**config.mk**
```make
export PLATFORM = sky130hd
export DESIGN_NAME = wildcard_byte_pattern_search_core_flat
export DESIGN_NICKNAME = d
export VERILOG_FILES = /design/src/wbps_pkg.sv /design/src/wbps_byte_if.sv /design/src/wbps_result_if.sv /design/src/wbps_cfg_if.sv /design/src/wbps_cfg_regs.sv /design/src/wbps_scan.sv /design/src/wildcard_byte_pattern_search_core.sv /design/src/flat_wrapper.sv
export SDC_FILE = /design/constraint.sdc
export NUM_CORES = 2
export LEC_CHECK = 0
export BUFFER_PORTS_ARGS = -buffer_cell sky130_fd_sc_hd__buf_4
export CAP_MARGIN = 15
export CORE_ASPECT_RATIO = 0.5
export CORE_MARGIN = 3
export CORE_UTILIZATION = 34
export CTS_CLUSTER_SIZE = 20
export DETAILED_ROUTE_END_ITERATION = 10
export PLACE_DENSITY = 0.48
export SLEW_MARGIN = 15
export SYNTH_ARGS = -nofsm -noshare
export SYNTH_HDL_FRONTEND = slang
export SYNTH_SLANG_ARGS = --single-unit
```
**constraint.sdc**
```tcl
create_clock -name clk -period 9.3 [get_ports clk]
set_input_delay 1.395 -clock clk [delete_from_list [all_inputs] [get_ports clk]]
set_output_delay 1.395 -clock clk [all_outputs]
set_load 0.02 [all_outputs]
```
**src/wbps_pkg.sv**
```systemverilog
// wbps_pkg: shared types and constants of the wildcard byte pattern search core
// used by the channel interfaces, the register block, the scan stage and the top level
`default_nettype none

package wbps_pkg;

  // fixed widths of the register file and the channel fields
  localparam int PATTERN_SLOTS = 16;
  localparam int LEN_W         = 5;
  localparam int BYTE_W        = 8;
  localparam int ADDR_OUT_W    = 32;
  localparam int COUNT_W       = 32;
  localparam int CFG_INDEX_W   = 3;
  localparam int CFG_DATA_W    = 64;
  localparam int MASK_W        = 16;

  // register indexes of the configuration channel
  typedef enum logic [CFG_INDEX_W-1:0] {
    REG_PATTERN_LOW  = 3'd0,
    REG_PATTERN_HIGH = 3'd1,
    REG_WILDCARD     = 3'd2,
    REG_LENGTH       = 3'd3,
    REG_BASE         = 3'd4
  } cfg_index_t;

  // pattern as seen by the scan stage: slot j lines up with the byte j steps back
  typedef struct packed {
    logic [PATTERN_SLOTS-1:0][BYTE_W-1:0] pattern;
    logic [PATTERN_SLOTS-1:0]             care;
    logic [LEN_W-1:0]                     length;
    logic [ADDR_OUT_W-1:0]                base;
  } scan_cfg_t;

endpackage

`default_nettype wire

```
**src/wbps_byte_if.sv**
```systemverilog
// wbps_byte_if: request channel that carries one scanned byte and its end-of-range mark
// depends on wbps_pkg for field widths
`default_nettype none

interface wbps_byte_if;
  import wbps_pkg::*;

  logic              valid;
  logic              ready;
  logic [BYTE_W-1:0] data_byte;
  logic              last;

  modport source (output valid, output data_byte, output last, input ready);
  modport sink   (input valid, input data_byte, input last, output ready);
endinterface

`default_nettype wire

```
**src/wbps_result_if.sv**
```systemverilog
// wbps_result_if: request channel that carries one search result
// depends on wbps_pkg for field widths
`default_nettype none

interface wbps_result_if;
  import wbps_pkg::*;

  logic                  valid;
  logic                  ready;
  logic                  found;
  logic [ADDR_OUT_W-1:0] match_address;

  modport source (output valid, output found, output match_address, input ready);
  modport sink   (input valid, input found, input match_address, output ready);
endinterface

`default_nettype wire

```
**src/wbps_cfg_if.sv**
```systemverilog
// wbps_cfg_if: register write channel, one register index and its write data per request
// depends on wbps_pkg for field widths
`default_nettype none

interface wbps_cfg_if;
  import wbps_pkg::*;

  logic                   valid;
  logic                   ready;
  logic [CFG_INDEX_W-1:0] reg_index;
  logic [CFG_DATA_W-1:0]  write_data;

  modport source (output valid, output reg_index, output write_data, input ready);
  modport sink   (input valid, input reg_index, input write_data, output ready);
endinterface

`default_nettype wire

```
**src/wbps_cfg_regs.sv**
```systemverilog
// wbps_cfg_regs: configuration registers and the realigned pattern for the scan stage
// depends on wbps_pkg and wbps_cfg_if
`default_nettype none

module wbps_cfg_regs #(
  parameter int MAX_PATTERN_BYTES = 16
) (
  input  wire                 clk,
  input  wire                 rst,
  wbps_cfg_if.sink            cfg,
  output wbps_pkg::scan_cfg_t scan_cfg
);
  import wbps_pkg::*;

  logic [CFG_DATA_W-1:0] pattern_low;
  logic [CFG_DATA_W-1:0] pattern_high;
  logic [MASK_W-1:0]     wildcard_mask;
  logic [LEN_W-1:0]      pattern_length;
  logic [ADDR_OUT_W-1:0] base_address;

  logic [PATTERN_SLOTS-1:0][BYTE_W-1:0] pattern_bytes;
  logic [LEN_W-1:0]                     eff_length;
  logic [LEN_W-1:0]                     src_pos;
  scan_cfg_t                            scan_cfg_next;

  assign cfg.ready = 1'b1;

  // register writes, unknown indexes are dropped
  always_ff @(posedge clk) begin
    if (rst) begin
      pattern_low    <= '0;
      pattern_high   <= '0;
      wildcard_mask  <= '0;
      pattern_length <= LEN_W'(1);
      base_address   <= '0;
    end else if (cfg.valid) begin
      case (cfg.reg_index)
        REG_PATTERN_LOW:  pattern_low    <= cfg.write_data;
        REG_PATTERN_HIGH: pattern_high   <= cfg.write_data;
        REG_WILDCARD:     wildcard_mask  <= cfg.write_data[MASK_W-1:0];
        REG_LENGTH:       pattern_length <= cfg.write_data[LEN_W-1:0];
        REG_BASE:         base_address   <= cfg.write_data[ADDR_OUT_W-1:0];
        default: ;
      endcase
    end
  end

  assign pattern_bytes = {pattern_high, pattern_low};

  // zero counts as one, anything above the maximum saturates
  always_comb begin
    if (pattern_length == '0) begin
      eff_length = LEN_W'(1);
    end else if (pattern_length > LEN_W'(MAX_PATTERN_BYTES)) begin
      eff_length = LEN_W'(MAX_PATTERN_BYTES);
    end else begin
      eff_length = pattern_length;
    end
  end

  // slot j holds pattern byte length-1-j, so slot 0 meets the newest byte
  always_comb begin
    src_pos               = '0;
    scan_cfg_next.pattern = '0;
    scan_cfg_next.care    = '0;
    scan_cfg_next.length  = eff_length;
    scan_cfg_next.base    = base_address;
    for (int j = 0; j < PATTERN_SLOTS; j++) begin
      if (LEN_W'(j) < eff_length) begin
        src_pos                  = eff_length - LEN_W'(j) - LEN_W'(1);
        scan_cfg_next.pattern[j] = pattern_bytes[src_pos[3:0]];
        scan_cfg_next.care[j]    = ~wildcard_mask[src_pos[3:0]];
      end
    end
  end

  // registered copy of the realigned pattern, length and base
  always_ff @(posedge clk) begin
    scan_cfg <= scan_cfg_next;
  end

endmodule

`default_nettype wire

```
**src/wbps_scan.sv**
```systemverilog
// wbps_scan: input register, byte window, match compare and result register
// depends on wbps_pkg, wbps_byte_if and wbps_result_if
`default_nettype none

module wbps_scan #(
  parameter int MAX_PATTERN_BYTES = 16,
  parameter int ADDRESS_BITS      = 32
) (
  input  wire                 clk,
  input  wire                 rst,
  input  wbps_pkg::scan_cfg_t scan_cfg,
  wbps_byte_if.sink           byte_in,
  wbps_result_if.source       result_out
);
  import wbps_pkg::*;

  localparam int WIN_DEPTH = (MAX_PATTERN_BYTES > 1) ? MAX_PATTERN_BYTES - 1 : 1;

  // input register
  logic              s1_valid;
  logic [BYTE_W-1:0] s1_byte;
  logic              s1_last;

  // scan state
  logic [WIN_DEPTH-1:0][BYTE_W-1:0] window;
  logic [COUNT_W-1:0]               bytes_seen;
  logic                             scan_done;

  // result register
  logic                  out_valid;
  logic                  out_found;
  logic [ADDR_OUT_W-1:0] out_address;

  logic                         out_free;
  logic                         fire;
  logic [MAX_PATTERN_BYTES-1:0] slot_ok;
  logic                         enough;
  logic                         hit;
  logic [COUNT_W-1:0]           offset;
  logic [ADDRESS_BITS-1:0]      addr_sum;

  assign out_free      = ~out_valid | result_out.ready;
  assign fire          = s1_valid & out_free;
  assign byte_in.ready = ~s1_valid | out_free;

  // input register takes a new byte whenever the stage moves on
  always_ff @(posedge clk) begin
    if (rst) begin
      s1_valid <= 1'b0;
    end else if (byte_in.ready) begin
      s1_valid <= byte_in.valid;
    end
  end

  always_ff @(posedge clk) begin
    if (byte_in.ready) begin
      s1_byte <= byte_in.data_byte;
      s1_last <= byte_in.last;
    end
  end

  // per-slot compare, slot 0 is the current byte
  always_comb begin
    for (int j = 0; j < MAX_PATTERN_BYTES; j++) begin
      if (j == 0) begin
        slot_ok[j] = ~scan_cfg.care[j] | (s1_byte == scan_cfg.pattern[j]);
      end else begin
        slot_ok[j] = ~scan_cfg.care[j] | (window[j-1] == scan_cfg.pattern[j]);
      end
    end
  end

  assign enough = bytes_seen >= COUNT_W'(scan_cfg.length - LEN_W'(1));
  assign hit    = ~scan_done & enough & (&slot_ok);

  // start address of the match, wrapped to the address width
  assign offset   = bytes_seen + COUNT_W'(1) - COUNT_W'(scan_cfg.length);
  assign addr_sum = ADDRESS_BITS'(scan_cfg.base) + ADDRESS_BITS'(offset);

  // window, count and done flag
  always_ff @(posedge clk) begin
    if (rst) begin
      window     <= '0;
      bytes_seen <= '0;
      scan_done  <= 1'b0;
    end else if (fire) begin
      if (s1_last) begin
        window     <= '0;
        bytes_seen <= '0;
        scan_done  <= 1'b0;
      end else if (!scan_done) begin
        if (hit) begin
          scan_done <= 1'b1;
        end else begin
          window[0] <= s1_byte;
          for (int k = 1; k < WIN_DEPTH; k++) begin
            window[k] <= window[k-1];
          end
          if (bytes_seen != '1) begin
            bytes_seen <= bytes_seen + COUNT_W'(1);
          end
        end
      end
    end
  end

  // result register
  always_ff @(posedge clk) begin
    if (rst) begin
      out_valid <= 1'b0;
    end else if (fire && !scan_done && (hit || s1_last)) begin
      out_valid <= 1'b1;
    end else if (result_out.ready) begin
      out_valid <= 1'b0;
    end
  end

  always_ff @(posedge clk) begin
    if (fire && !scan_done) begin
      out_found   <= hit;
      out_address <= hit ? ADDR_OUT_W'(addr_sum) : '0;
    end
  end

  assign result_out.valid         = out_valid;
  assign result_out.found         = out_found;
  assign result_out.match_address = out_address;

`ifndef SYNTHESIS
  // a not-found result never carries an address
  a_notfound_zero: assert property (@(posedge clk) disable iff (rst)
    out_valid && !out_found |-> out_address == '0)
    else $error("not-found result with nonzero address");

  // the end of a range always restarts the scan
  a_last_clears: assert property (@(posedge clk) disable iff (rst)
    fire && s1_last |=> bytes_seen == '0 && !scan_done)
    else $error("scan state not cleared after last byte");

  // the done flag is only set together with a found result
  a_done_with_found: assert property (@(posedge clk) disable iff (rst)
    $rose(scan_done) |-> out_valid && out_found)
    else $error("done flag set without a found result");

  // a held byte is not dropped from the input register
  a_s1_held: assert property (@(posedge clk) disable iff (rst)
    s1_valid && !fire |=> s1_valid && $stable(s1_byte) && $stable(s1_last))
    else $error("stalled byte lost from input register");
`endif

endmodule

`default_nettype wire

```
**src/wildcard_byte_pattern_search_core.sv**
```systemverilog
// wildcard_byte_pattern_search_core: top level of the wildcard byte signature scanner
// depends on wbps_pkg, the three channel interfaces, wbps_cfg_regs and wbps_scan
//
// Usage:
//   byte_in    carries one memory byte per request, last marks the final byte of a range.
//   result_out carries at most one result per range: found = 1 with the start address of
//              the first match, or found = 0 with address zero when the range ends unmatched.
//              Bytes after a match are dropped until the last byte of the range.
//   cfg        writes pattern bytes, wildcard mask, length and base address by index;
//              it is always ready and should be written only while no scan is in flight.
// Timing:
//   one byte per cycle sustained while result_out takes results; the byte that causes a
//   result lands in the input register, then the compare loads the result register.
//   The window of previous bytes sits beside the compare, so every byte sees the full
//   pattern at once.
// Reset (rst, synchronous): clears the window, the byte count, the done flag and both
//   pipeline registers; registers take their reset values (length one, all else zero).
// Stall: when result_out is held, the result register keeps its value, the input
//   register holds one more byte and byte_in.ready drops until the result is taken.
`default_nettype none

module wildcard_byte_pattern_search_core #(
  parameter int MAX_PATTERN_BYTES = 16,
  parameter int ADDRESS_BITS      = 32
) (
  input  wire           clk,
  input  wire           rst,
  wbps_byte_if.sink     byte_in,
  wbps_result_if.source result_out,
  wbps_cfg_if.sink      cfg
);
  import wbps_pkg::*;

  scan_cfg_t scan_cfg;

  // configuration and pattern alignment
  wbps_cfg_regs #(
    .MAX_PATTERN_BYTES(MAX_PATTERN_BYTES)
  ) u_cfg_regs (
    .clk      (clk),
    .rst      (rst),
    .cfg      (cfg),
    .scan_cfg (scan_cfg)
  );

  // byte window and match compare
  wbps_scan #(
    .MAX_PATTERN_BYTES(MAX_PATTERN_BYTES),
    .ADDRESS_BITS     (ADDRESS_BITS)
  ) u_scan (
    .clk        (clk),
    .rst        (rst),
    .scan_cfg   (scan_cfg),
    .byte_in    (byte_in),
    .result_out (result_out)
  );

endmodule

`default_nettype wire
```
**src/flat_wrapper.sv**
```systemverilog
// flat-port wrapper written by rule: the top's interface ports become plain ports
module wildcard_byte_pattern_search_core_flat import wbps_pkg::*;
#(
  parameter int MAX_PATTERN_BYTES = 16,
  parameter int ADDRESS_BITS      = 32
)
  (clk, rst, byte_in_valid, byte_in_data_byte, byte_in_last, byte_in_ready, result_out_valid, result_out_found, result_out_match_address, result_out_ready, cfg_valid, cfg_reg_index, cfg_write_data, cfg_ready);
  wbps_byte_if byte_in_i ();
  wbps_result_if result_out_i ();
  wbps_cfg_if cfg_i ();
  input  wire clk;
  input  wire rst;
  input wire logic [$bits(byte_in_i.valid)-1:0] byte_in_valid;
  input wire logic [$bits(byte_in_i.data_byte)-1:0] byte_in_data_byte;
  input wire logic [$bits(byte_in_i.last)-1:0] byte_in_last;
  output wire logic [$bits(byte_in_i.ready)-1:0] byte_in_ready;
  output wire logic [$bits(result_out_i.valid)-1:0] result_out_valid;
  output wire logic [$bits(result_out_i.found)-1:0] result_out_found;
  output wire logic [$bits(result_out_i.match_address)-1:0] result_out_match_address;
  input wire logic [$bits(result_out_i.ready)-1:0] result_out_ready;
  input wire logic [$bits(cfg_i.valid)-1:0] cfg_valid;
  input wire logic [$bits(cfg_i.reg_index)-1:0] cfg_reg_index;
  input wire logic [$bits(cfg_i.write_data)-1:0] cfg_write_data;
  output wire logic [$bits(cfg_i.ready)-1:0] cfg_ready;
  assign byte_in_i.valid = byte_in_valid;
  assign byte_in_i.data_byte = byte_in_data_byte;
  assign byte_in_i.last = byte_in_last;
  assign byte_in_ready = byte_in_i.ready;
  assign result_out_valid = result_out_i.valid;
  assign result_out_found = result_out_i.found;
  assign result_out_match_address = result_out_i.match_address;
  assign result_out_i.ready = result_out_ready;
  assign cfg_i.valid = cfg_valid;
  assign cfg_i.reg_index = cfg_reg_index;
  assign cfg_i.write_data = cfg_write_data;
  assign cfg_ready = cfg_i.ready;
  wildcard_byte_pattern_search_core #(.MAX_PATTERN_BYTES(MAX_PATTERN_BYTES), .ADDRESS_BITS(ADDRESS_BITS)) u_core (.clk(clk), .rst(rst), .byte_in(byte_in_i), .result_out(result_out_i), .cfg(cfg_i));
endmodule
```
==> metrics.txt <==
clk_skew=43.71 ps; # fillers=8,677; Power per Cell Area=164.4 mW/mm^2; iteration count of the initial detailed-routing pass=6; Final Core Density=39.12%; part of the cycle the worst path needs=roughly 64%; Synth Net Count=3,631; Die X=423.5 um; FF-to-FF path depth=15; Layout Area Growth over Synthesis=12.36%; critical path peak fanout=between 90 and 100; largest cells by area after synthesis=dfxtp_1 (35%), mux2i_1 (9.9%), nand2_1 (9.7%); I/O pin total=117; crit path launch type=flop; post-CTS sizing=0; clock tree buffer depth=3; Synth Area per Inst=roughly 8.6 um^2; CORE AREA=0.08511 mm^2; Worst-Margin Slew=1083 ps; final wirelength=111,100 um; CTS clk-pin slew, worst paths=70 ps; Syn Inst Count=3,445; Yosys warning total=0; worst vdd ir=0.0001264 V; share of layout cells above drive strength 1=under 10%; Sinks on Clock Net=559; ys async rst share=0%; leakage=0.01306 uW; Starting DRT DRC Count=~2,600; die height=214.8 um; Post-synth EDFFs=between 40 and 50; Reg-to-Reg Start=u_core.u_cfg_regs.pattern_length[4]$_SDFFE_PP0P_; worst setup path class=flop to flop; Avg WL per Cell=23.94 um; CP endpoint=u_core.u_cfg_regs.scan_cfg[68]$_SDFF_PP0_; hpwl dp=83,410 um; first-pass GRT wire length=161,600 um; max-cap viol count=0; total CTS buffers=54; fin. max-slew vios=0; total number of vias=25,418; R2R Path End=u_core.u_cfg_regs.scan_cfg[68]$_SDFF_PP0_; initial antenna violation count=6; Most common cell on crit path=buf_4; CTS root buf=clkbuf_16; RSZ-0062 raised after global routing=false; status=finished clean; residual DRC count=0; grt ovf=0; WHS=343.2 ps; vias in the first global route=23,484; Worst Setup SP=u_core.u_cfg_regs.pattern_length[4]$_SDFFE_PP0P_; hold buffers post-CTS=0; Final #Nets=3,626; Routability Congestion=roughly 0.96; PortBufs=approximately 120; Final setup viols=0; post-layout minimum cycle time=5908 ps; R2R Setup Slk=3390 ps; CTS tree=done; CP arrival=6410 ps; H-tree levels=2; largest net degree at the start of global routing=98; hold depth=0; gr usage total=23.61%; Initial Utilization=34.82%; # rows=75; Slew headroom=27.78%; Clock Latency Late Sink=650 ps; cell chain of the critical path=buf_4 -> nor2_4 -> buf_4 -> inv_6 -> ha_1 -> xnor2_2 -> buf_4 -> and2_1 -> mux2_1 -> a22oi_2 -> buf_4 -> mux2i_1 -> a221o_1 -> a211oi_1 -> or3_1; placed cell count=4,539; Layout Cells excl Fill=4,641; post-synth top area cell=dfxtp_1; Synth Register Bits=roughly 560; Worst EP required=9800 ps; Final Hold Fails=0; share of the synthesized area in the top cell type=34.93%; Mapped Area=0.02963 mm^2; sequential area share after synthesis=39.18%; worst hold path class=flop to flop; die area=0.09095 mm^2; CP max stage cell=buf_4; Routed Antenna Nets=0; CP endpoint kind=flop; Netlist cell types=slightly above 70; Max Fclk=169.3 MHz; top_reg_cell synth=dfxtp_1; Vias/cell=around 5.5; Critical Path Max Stage Delay=approximately 800 ps; setup tns final=0 ps; Post-CTS Setup Bufs=0
==> report_power, final <==
| group | switching, uW | total, uW | internal (uW) |
|---|---|---|---|
| clock | 1040 | 2330 | 1290 |
| sequential | 50.2 | 2520 | 2470 |
| combinational | 393 | 628 | 235 |
| total | 1480 | 5480 | 3990 |
==> metal layers <==
| metal | wire, um | global-route usage [%] | part of all wire (%) |
|---|---|---|---|
| met3 | 9714 | 5.325 | 8.7 |
| met5 | 0 | 0.1563 | 0 |
| met4 | 3383 | 6.728 | 3.0 |
| met2 | 45150 | 34.20 | 41 |
| met1 | 52880 | 34.75 | 48 |
==> critical path: cells and delay by family (launching register included) <==
kind / cells / cell delay (ps)
AO/OA/AOI/OAI: 3 / 430
XOR/XNOR: 1 / 120
adder cells (fa/ha/maj): 1 / 330
buffers and inverters: 5 / 2790
flip-flops: 1 / 610
multiplexers: 2 / 620
AND/OR/NAND/NOR: 3 / 730
==> logic make-up (layout without fill, tap and decap cells) <==
kind of cell / Yosys count / after routing / share of synthesized area, %
AOI/OAI and AO/OA: 724 / 724 / 16.14
xor gates and xnor gates: 198 / 198 / 5.852
adders and majority gates: 105 / 105 / 4.560
buffers and inverters: 335 / 372 / 4.615
DFF: 559 / 559 / 39.18
muxes: 312 / 312 / 11.26
other: 1 / 5 / 0.01266
and+or+nand+nor: 1211 / 1211 / 18.37
==> through the flow <==
stage	setup WS [ps]	power [uW]	cell area, um^2
after floorplan	4893	2975	29630
after global placement	3665	3188	31430
after detailed placement	3558	3191	31430
after CTS	3542	5518	33290
after global routing	3084	5688	33290
final	3392	5475	33300
==> worst min path at each step <==
stage                                                   startpoint                                     to  slack [ps]
floorplan           u_core.u_cfg_regs.base_address[0]$_SDFFE_PP0P_  u_core.u_cfg_regs.scan_cfg[0]$_DFF_P_         330
global placement    u_core.u_cfg_regs.base_address[8]$_SDFFE_PP0P_  u_core.u_cfg_regs.scan_cfg[8]$_DFF_P_         340
detailed placement  u_core.u_cfg_regs.base_address[0]$_SDFFE_PP0P_  u_core.u_cfg_regs.scan_cfg[0]$_DFF_P_         340
CTS                 u_core.u_cfg_regs.base_address[3]$_SDFFE_PP0P_  u_core.u_cfg_regs.scan_cfg[3]$_DFF_P_         340
global route        u_core.u_cfg_regs.base_address[3]$_SDFFE_PP0P_  u_core.u_cfg_regs.scan_cfg[3]$_DFF_P_         350
finish              u_core.u_cfg_regs.base_address[3]$_SDFFE_PP0P_  u_core.u_cfg_regs.scan_cfg[3]$_DFF_P_         340
==> flip-flops by register name, summed over array words and instances (netlist names), 5 cells and up <==
| signal | flops |
|---|---|
| u_core.u_cfg_regs.scan_cfg | 181 |
| u_core.u_scan.window | 120 |
| u_core.u_cfg_regs.pattern_high | 64 |
| u_core.u_cfg_regs.pattern_low | 64 |
| u_core.u_cfg_regs.base_address | 32 |
| u_core.u_scan.bytes_seen | 32 |
| u_core.u_scan.result_out.match_address | 32 |
| u_core.u_cfg_regs.wildcard_mask | 16 |
| u_core.u_scan.s1_byte | 8 |
| u_core.u_cfg_regs.pattern_length | 5 |
==> cells in the final DEF, fill, tap and decap left out, drive strengths merged, types with 15 or more instances in the layout <==
| cell | n |
|---|---|
| a211oi | 69 |
| a21o | 27 |
| a21oi | 261 |
| a221o | 15 |
| a22o | 136 |
| a22oi | 17 |
| a31oi | 60 |
| and2 | 37 |
| and3 | 104 |
| buf | 166 |
| clkbuf | 71 |
| clkinv | 16 |
| dfxtp | 517 |
| edfxtp | 42 |
| ha | 100 |
| inv | 113 |
| mux2i | 294 |
| mux4 | 17 |
| nand2 | 765 |
| nand3 | 47 |
| nand4 | 43 |
| nor2 | 89 |
| nor2b | 45 |
| nor3 | 18 |
| o21ai | 70 |
| or3 | 24 |
| xnor2 | 158 |
| xor2 | 40 |
==> synthesized netlist by cell type, types with 43 or more instances <==
| cell | n |
|---|---|
| and3_1 | 104 |
| a31oi_1 | 60 |
| o21ai_0 | 68 |
| nor2_1 | 88 |
| ha_1 | 100 |
| nand4_1 | 43 |
| xnor2_1 | 158 |
| nand2_1 | 764 |
| nor2b_1 | 45 |
| nand3_1 | 45 |
| a211oi_1 | 69 |
| a22o_1 | 136 |
| dfxtp_1 | 517 |
| a21oi_1 | 261 |
| inv_1 | 104 |
| clkbuf_1 | 147 |
| mux2i_1 | 294 |
==> cell type report <==
cell class	count	area, um^2	area share [%]
clock buffer	71	1538	4.618
multi-input combinational	2551	16710	50.20
inverter	108	411.6	1.236
timing repair buffer	166	1250	3.754
clock inverter	27	314.1	0.9432
tap	1155	1445	4.340
sequential	559	11610	34.88
antenna	4	10.01	0.03006
Note: power is estimated with default switching activity, not from simulation.
